==> config.mk <==
export PLATFORM = sky130hd
export DESIGN_NAME = longest_orf_finder
export DESIGN_NICKNAME = d
export VERILOG_FILES = /design/src/sv/lof_pkg.sv /design/src/sv/longest_orf_finder.sv
export SDC_FILE = /design/constraint.sdc
export NUM_CORES = 2
export LEC_CHECK = 0
export ABC_AREA = 1
export BUFFER_PORTS_ARGS = -buffer_cell sky130_fd_sc_hd__buf_2
export CORE_ASPECT_RATIO = 0.5
export CORE_MARGIN = 2
export CORE_UTILIZATION = 35
export CTS_BUF_LIST = sky130_fd_sc_hd__clkbuf_4
export CTS_CLUSTER_SIZE = 16
export DETAILED_ROUTE_END_ITERATION = 7
export GPL_ROUTABILITY_DRIVEN = 0
export SYNTH_ARGS = -nofsm -noshare
export SYNTH_HDL_FRONTEND = slang
export SYNTH_SLANG_ARGS = --single-unit
==> constraint.sdc <==
create_clock -name i_clk -period 164.4 [get_ports i_clk]
set_input_delay 24.66 -clock i_clk [delete_from_list [all_inputs] [get_ports i_clk]]
set_output_delay 24.66 -clock i_clk [all_outputs]
set_load 0.005 [all_outputs]
==> src/sv/lof_pkg.sv <==
// Package for the longest ORF finder: base codes, codon codes and the
// character decoder. No dependencies.
`default_nettype none

package lof_pkg;

    typedef logic [1:0] t_base;
    typedef logic [5:0] t_codon;

    typedef struct packed {
        logic  ok;
        t_base code;
    } t_decoded;

    localparam logic [7:0] CHAR_A = 8'h41;
    localparam logic [7:0] CHAR_C = 8'h43;
    localparam logic [7:0] CHAR_G = 8'h47;
    localparam logic [7:0] CHAR_T = 8'h54;
    localparam logic [7:0] CHAR_U = 8'h55;

    localparam t_base BASE_A = 2'd0;
    localparam t_base BASE_C = 2'd1;
    localparam t_base BASE_G = 2'd2;
    localparam t_base BASE_U = 2'd3;

    localparam t_codon CODON_AUG = 6'd14;
    localparam t_codon CODON_UAG = 6'd50;
    localparam t_codon CODON_UGA = 6'd56;
    localparam t_codon CODON_UAA = 6'd48;

    localparam logic [2:0] LAST_FRAME = 3'd5;
    localparam logic [2:0] FIRST_FORWARD_FRAME = 3'd3;

    function automatic t_decoded decode_char(input logic [7:0] ch);
        t_decoded d;
        d.ok   = 1'b1;
        d.code = BASE_A;
        case (ch)
            CHAR_A: d.code = BASE_A;
            CHAR_C: d.code = BASE_C;
            CHAR_G: d.code = BASE_G;
            CHAR_T: d.code = BASE_U;
            CHAR_U: d.code = BASE_U;
            default: d.ok = 1'b0;
        endcase
        return d;
    endfunction

    function automatic logic is_stop(input t_codon c);
        return (c == CODON_UAG) || (c == CODON_UGA) || (c == CODON_UAA);
    endfunction

endpackage

`default_nettype wire

==> src/sv/longest_orf_finder.sv <==
// Longest open reading frame finder, top level. Stores bases in a
// single-port-read memory and scans six frames from it. Depends on lof_pkg.
`default_nettype none

// Usage: a character word is accepted at a rising edge with i_start high
// and o_busy low. A, C, G, T and U are stored as bases; any other word is
// dropped. Bases beyond MAX_BASES are dropped and flag o_overflow.
// A word with i_last_char high (stored first, if it is a base) starts the
// scan: o_busy stays high while the six frames are read from the base
// memory, one base per cycle through its single read port, three reads per
// codon, and a step between frames to move on. The scan covers all codons
// of the six frames (at most 2 * N for N stored bases); the result strobe
// comes once it ends, and o_busy falls with it.
// The result is presented for one cycle with o_done high: o_found,
// o_frame_index, o_start_codon, o_codon_count (both truncated to 9 bits)
// and o_overflow. The receiver cannot stall, so nothing is held back.
// Loading runs at one word per cycle. Reset clears the base count, the
// overflow flag and the control state; memory contents are not cleared,
// as only entries written for the current sequence are ever read.
// After each result the block starts afresh with an empty sequence.
module longest_orf_finder #(
    parameter int MAX_BASES = 1024
) (
    input  wire        i_clk,
    input  wire        i_rst_n,
    input  wire        i_start,
    input  wire  [7:0] i_base_char,
    input  wire        i_last_char,
    output logic       o_busy,
    output logic       o_done,
    output logic       o_found,
    output logic [2:0] o_frame_index,
    output logic [8:0] o_start_codon,
    output logic [8:0] o_codon_count,
    output logic       o_overflow
);
    import lof_pkg::*;

    localparam int AW = (MAX_BASES > 1) ? $clog2(MAX_BASES) : 1;
    localparam int CW = $clog2(MAX_BASES + 1);
    localparam int PW = CW + 2;

    typedef enum logic [1:0] {
        S_IDLE,
        S_SCAN,
        S_EMIT
    } t_state;

    t_state        r_state;
    logic [CW-1:0] r_count;
    logic          r_ovf;

    // Issue side of the scan.
    logic [2:0]    r_frame;
    logic [1:0]    r_off;
    logic [PW-1:0] r_pos;
    logic [1:0]    r_k;
    logic [CW-1:0] r_cidx;

    // Read pipeline tags, aligned with the memory output.
    logic          r_rd_valid;
    logic [1:0]    r_rd_k;
    logic          r_rd_rev;
    logic          r_rd_first;
    logic [2:0]    r_rd_frame;
    logic [CW-1:0] r_rd_cidx;
    t_base         r_rd_data;

    // Codon evaluation.
    logic [3:0]    r_cod_hi;
    logic          r_open;
    logic [CW-1:0] r_sstart;
    logic [CW-1:0] r_best_len;
    logic [2:0]    r_best_frame;
    logic [CW-1:0] r_best_start;

    logic          r_done;
    logic          r_found;
    logic [2:0]    r_frame_o;
    logic [8:0]    r_start_o;
    logic [8:0]    r_len_o;
    logic          r_ovf_o;

    t_base         mem [MAX_BASES];

    t_decoded      dec;
    logic          accept;
    logic          we;
    logic          codon_avail;
    logic [PW-1:0] fwd_pos;
    logic [PW-1:0] rev_pos;
    logic [AW-1:0] rd_addr;
    t_base         base_now;
    t_codon        codon;
    logic          open_now;
    logic [CW-1:0] orf_len;

    assign dec    = decode_char(i_base_char);
    assign accept = i_start && (r_state == S_IDLE);
    assign we     = accept && dec.ok && (r_count < CW'(MAX_BASES));

    assign codon_avail = (r_pos + PW'(3)) <= PW'(r_count);
    assign fwd_pos     = r_pos + PW'(r_k);
    assign rev_pos     = PW'(r_count) - PW'(1) - fwd_pos;
    assign rd_addr     = (r_frame < FIRST_FORWARD_FRAME) ? rev_pos[AW-1:0] : fwd_pos[AW-1:0];

    assign base_now = r_rd_rev ? ~r_rd_data : r_rd_data;
    assign codon    = {r_cod_hi, base_now};
    assign open_now = r_open && !r_rd_first;
    assign orf_len  = r_rd_cidx - r_sstart + CW'(1);

    // A base written on the last word is read no earlier than the next
    // cycle, so the load and the scan never touch one entry in one cycle.
    always_ff @(posedge i_clk) begin
        if (we) begin
            mem[r_count[AW-1:0]] <= dec.code;
        end
        r_rd_data <= mem[rd_addr];
    end

    always_ff @(posedge i_clk) begin
        if (!i_rst_n) begin
            r_state      <= S_IDLE;
            r_count      <= '0;
            r_ovf        <= 1'b0;
            r_rd_valid   <= 1'b0;
            r_open       <= 1'b0;
            r_done       <= 1'b0;
            r_frame      <= '0;
            r_off        <= '0;
            r_pos        <= '0;
            r_k          <= '0;
            r_cidx       <= '0;
            r_sstart     <= '0;
            r_best_len   <= '0;
            r_best_frame <= '0;
            r_best_start <= '0;
        end else begin
            r_done     <= (r_state == S_EMIT);
            r_rd_valid <= (r_state == S_SCAN) && codon_avail;

            case (r_state)
                S_IDLE: begin
                    if (accept) begin
                        if (dec.ok) begin
                            if (r_count < CW'(MAX_BASES)) begin
                                r_count <= r_count + CW'(1);
                            end else begin
                                r_ovf <= 1'b1;
                            end
                        end
                        if (i_last_char) begin
                            r_state      <= S_SCAN;
                            r_frame      <= '0;
                            r_off        <= '0;
                            r_pos        <= '0;
                            r_k          <= '0;
                            r_cidx       <= '0;
                            r_open       <= 1'b0;
                            r_best_len   <= '0;
                            r_best_frame <= '0;
                            r_best_start <= '0;
                        end
                    end
                end
                S_SCAN: begin
                    if (codon_avail) begin
                        r_rd_k     <= r_k;
                        r_rd_rev   <= r_frame < FIRST_FORWARD_FRAME;
                        r_rd_first <= r_cidx == '0;
                        r_rd_frame <= r_frame;
                        r_rd_cidx  <= r_cidx;
                        if (r_k == 2'd2) begin
                            r_k    <= '0;
                            r_pos  <= r_pos + PW'(3);
                            r_cidx <= r_cidx + CW'(1);
                        end else begin
                            r_k <= r_k + 2'd1;
                        end
                    end else if (r_frame == LAST_FRAME) begin
                        r_state <= S_EMIT;
                    end else begin
                        r_frame <= r_frame + 3'd1;
                        r_off   <= (r_off == 2'd2) ? 2'd0 : r_off + 2'd1;
                        r_pos   <= (r_off == 2'd2) ? PW'(0) : PW'(r_off) + PW'(1);
                        r_k     <= '0;
                        r_cidx  <= '0;
                    end
                end
                S_EMIT: begin
                    r_found   <= r_best_len != '0;
                    r_frame_o <= r_best_frame;
                    r_start_o <= 9'(r_best_start);
                    r_len_o   <= 9'(r_best_len);
                    r_ovf_o   <= r_ovf;
                    r_count   <= '0;
                    r_ovf     <= 1'b0;
                    r_state   <= S_IDLE;
                end
                default: begin
                    r_state <= S_IDLE;
                end
            endcase

            // Codon evaluation on the data coming back from the memory.
            if (r_rd_valid) begin
                r_cod_hi <= {r_cod_hi[1:0], base_now};
                if (r_rd_k == 2'd2) begin
                    if (codon == CODON_AUG && !open_now) begin
                        r_open   <= 1'b1;
                        r_sstart <= r_rd_cidx;
                    end else if (is_stop(codon)) begin
                        r_open <= 1'b0;
                        if (open_now && orf_len > r_best_len) begin
                            r_best_len   <= orf_len;
                            r_best_frame <= r_rd_frame;
                            r_best_start <= r_sstart;
                        end
                    end else begin
                        r_open <= open_now;
                    end
                end
            end
        end
    end

    assign o_busy        = r_state != S_IDLE;
    assign o_done        = r_done;
    assign o_found       = r_found;
    assign o_frame_index = r_frame_o;
    assign o_start_codon = r_start_o;
    assign o_codon_count = r_len_o;
    assign o_overflow    = r_ovf_o;

    a_emit_after_drain: assert property (@(posedge i_clk) disable iff (!i_rst_n)
        (r_state == S_EMIT) |-> !r_rd_valid)
        else $error("read still in flight when the result is formed");

    a_read_only_in_scan: assert property (@(posedge i_clk) disable iff (!i_rst_n)
        r_rd_valid |-> $past(r_state == S_SCAN))
        else $error("memory read issued outside the scan");

    a_done_follows_emit: assert property (@(posedge i_clk) disable iff (!i_rst_n)
        r_done |-> $past(r_state == S_EMIT))
        else $error("result strobe without a finished scan");

    a_count_bounded: assert property (@(posedge i_clk) disable iff (!i_rst_n)
        r_count <= CW'(MAX_BASES))
        else $error("base count beyond the store");

    a_none_found_zero: assert property (@(posedge i_clk) disable iff (!i_rst_n)
        (r_done && !r_found) |-> (r_len_o == '0 && r_frame_o == '0 && r_start_o == '0))
        else $error("empty result carries a frame or length");

endmodule

`default_nettype wire

==> flow_summary.ini <==
[routing]
final_antenna_net_count = 0
wl_met2_um = 132000
wl_um = 281000
drt_pass1_iterations = 6
drc = 0
met3_length_um = 23300
drt-initial-drc-count = 7018
vias = 71474
maxUsedRoutingLayer = met5
wl_met1_um = 117000
routedWlPerCell_um = 19.8
vias_per_cell = 5.02

[power]
p_per_area_nw_per_um2 = 15.2
peakVddDrop_uv = 21.7
p_leak_nw = 42.3

[critical_path]
worst_path_most_repeated_cell = nor2_1
endpoint = mem[834][0]$_DFFE_PP_
ff2ff_setup_slack_ns = 157.85
crit_slowest_cell = nand2_1
cp_data_required_time_ns = 165.36
rr_worst_depth = 19
r2r_end = r_rd_data[1]$_DFF_P_
crit_type = input port to register
crit_arrival_ns = 28.51
max_stage_delay_ns = 1.00
critPathMaxFanout = 38
setup.worst_path.start = i_base_char[3]
end_kind = register
crit_chain = buf_2, nor2_1, nand4_1, nand3_1, nand4_2, nor2_1, inv_1, buf_4, nor3_4, nand2_1, nor2_1
start_kind = input port
r2r-start = r_k[0]$_SDFFE_PN0P_

[floorplanning]
initial_core_util = 0.353
dieHeight_um = 379
rows = 137
io_pins = 37
die-width_um = 755
core_area_um2 = 279000
die_area_um2 = 286000

[finish]
multi_input_area_um2 = 26900
regArea_um2 = 64500
final_nets = 10191
area_growth_pct = 9.99
fill_cells = 27752
design_area_um2 = 108000
drive_above_1_share = 0.106
final_common_cell = nand2_1
final_cell_mix = nand2_1 (2884), edfxtp_1 (2093), nand3_1 (1459), inv_1 (1117), nor2_1 (1053)

[placed_design]
dp_hpwl_um = 143000
placedInstanceArea_um2 = 102000
io_buffers = 36

[clock_tree]
clk_latency_ns = 1.36
cts_hold_buf = 0
cts_tree = built
root_buffer = clkbuf_4
cts-resized-gates = 0
clock-sinks = 2177
cts_setup_buffers = 0
h-tree-depth = 6
clockBufferDepth = 4
numCtsBuffers = 568
cts.clk_slew.worst_paths_ns = 0.06

[grt]
grt_pass1_vias = 69338
grt_start_max_net_pins = 217
grt-ovfl-total = 0
grt_pass1_wl_um = 418000
track_usage = 0.193
antenna_found_initial = 12

[timing]
setup-tns-final_ns = 0
tightest_slew_ns = 1.27
period_needed_ns = 27.55
hold_viol_final = 0
max_freq_mhz = 36.3
rsz0062_at_grt = false
setup_viol_count_final = 0
fin_crit_sh = 0.168
drv_slew = 0
maxSlewHeadroom = 0.149
skew_ns = 0.0580

[min_path]
holdCritPathClass = register to register

[yosys]
netlist_area_um2 = 98600
synth_edf_count = 2093
postSynth.asyncResetShare = 0
ys.warnings.count = 0
syn_inst = 10035
synth_flop_cell = edfxtp_1
synth.ff_latch_count = 2177
synth_cell_types = 53
syn_avg_cell_area_um2 = 9.82
synth_fp_nets = 10111
synth-seq-area-share = 0.655

[job]
drv_cap = 0

[run_status]
status = finished clean
power by group:
part           leakage (nW)  internal, mW  switching [mW]
logic                  20.7         0.165           0.434
clock network          4.02         0.230           0.216
registers              17.6         0.603         0.00371
total                  42.3         0.999           0.653
worst min-delay path by stage:
stage	start	to	slack [ns]	cells past startpoint
global placement	r_best_start[7]$_SDFF_PN0_	o_start_codon[7]$_DFFE_PP_	0.41	0
global route	r_best_start[4]$_SDFF_PN0_	o_start_codon[4]$_DFFE_PP_	0.46	0
detailed placement	r_best_start[5]$_SDFF_PN0_	o_start_codon[5]$_DFFE_PP_	0.42	0
CTS	r_best_start[0]$_SDFF_PN0_	o_start_codon[0]$_DFFE_PP_	0.44	0
finish	r_best_start[0]$_SDFF_PN0_	o_start_codon[0]$_DFFE_PP_	0.43	0
floorplan	r_ovf$_SDFFE_PN0P_	o_overflow$_DFFE_PP_	0.41	0
cell usage after synthesis (10+ instances only):
| library cell | number | share of area |
|---|---|---|
| nand2_1 | 2918 | 0.11 |
| edfxtp_1 | 2093 | 0.64 |
| nand3_1 | 1459 | 0.074 |
| inv_1 | 1120 | 0.043 |
| nor2_1 | 1055 | 0.040 |
| buf_2 | 355 | 0.018 |
| clkbuf_1 | 239 | 0.0091 |
| o21ai_0 | 178 | 0.0090 |
| o211ai_1 | 124 | 0.0094 |
| dfxtp_1 | 84 | 0.017 |
| a21oi_1 | 75 | 0.0038 |
| nor3_1 | 64 | 0.0032 |
| ha_1 | 61 | 0.0077 |
| buf_4 | 47 | 0.0036 |
| xor2_1 | 32 | 0.0028 |
| buf_1 | 17 | 0.00065 |
| nand4_1 | 11 | 0.00070 |
| buf_6 | 10 | 0.0011 |
worst max-delay path: cells and delay by family:
family                 cells  cell delay (ns)
buffers and inverters      3             0.50
AND/OR/NAND/NOR            8             3.32
state kept, by name (all words and copies together), names as in the netlist, 3 cells and up:
register,cells
r_sstart,11
r_cod_hi,4
o_start_codon,9
r_best_len,11
r_best_frame,3
r_frame,3
mem,2048
o_codon_count,9
r_best_start,9
r_rd_cidx,11
r_rd_frame,3
o_frame_index,3
r_count,11
r_pos,13
r_cidx,11
final cells by class:
cell class,count,area share
Sequential cell,2177,0.595
Multi-Input combinational cell,6061,0.249
Clock buffer,822,0.0569
Tap cell,3753,0.0433
Inverter,1129,0.0392
Timing Repair Buffer,178,0.0124
Clock inverter,101,0.00410
Antenna cell,12,0.000277
cell families after synthesis:
family | Yosys count | share of synthesized area
AO/OA/AOI/OAI | 419 | 0.0258
XOR/XNOR | 40 | 0.00355
adder cells (fa/ha/maj) | 64 | 0.00835
buffers and inverters | 1797 | 0.0755
flip-flops | 2177 | 0.655
AND/OR/NAND/NOR | 5538 | 0.232
through the flow:
step	utilization	setup slack [ns]	instances	hold WS (ns)	power, mW
after floorplan	-	91.81	10035	0.408	1.06
after global placement	0.364	135.67	13298	0.415	1.21
after detailed placement	0.364	135.57	13298	0.417	1.21
after CTS	0.388	137.00	14221	0.435	1.66
after global routing	0.388	136.78	14231	0.458	1.76
final	0.388	136.85	14233	0.433	1.65
per-layer routing:
| metal | track usage | up-vias |
|---|---|---|
| met1 | 0.250 | 34579 |
| met4 | 0.0709 | 4 |
| met3 | 0.0349 | 565 |
| met5 | 0 | - |
| li1 | - | 33528 |
| met2 | 0.325 | 2798 |
Power figures use the tool's default switching activity.
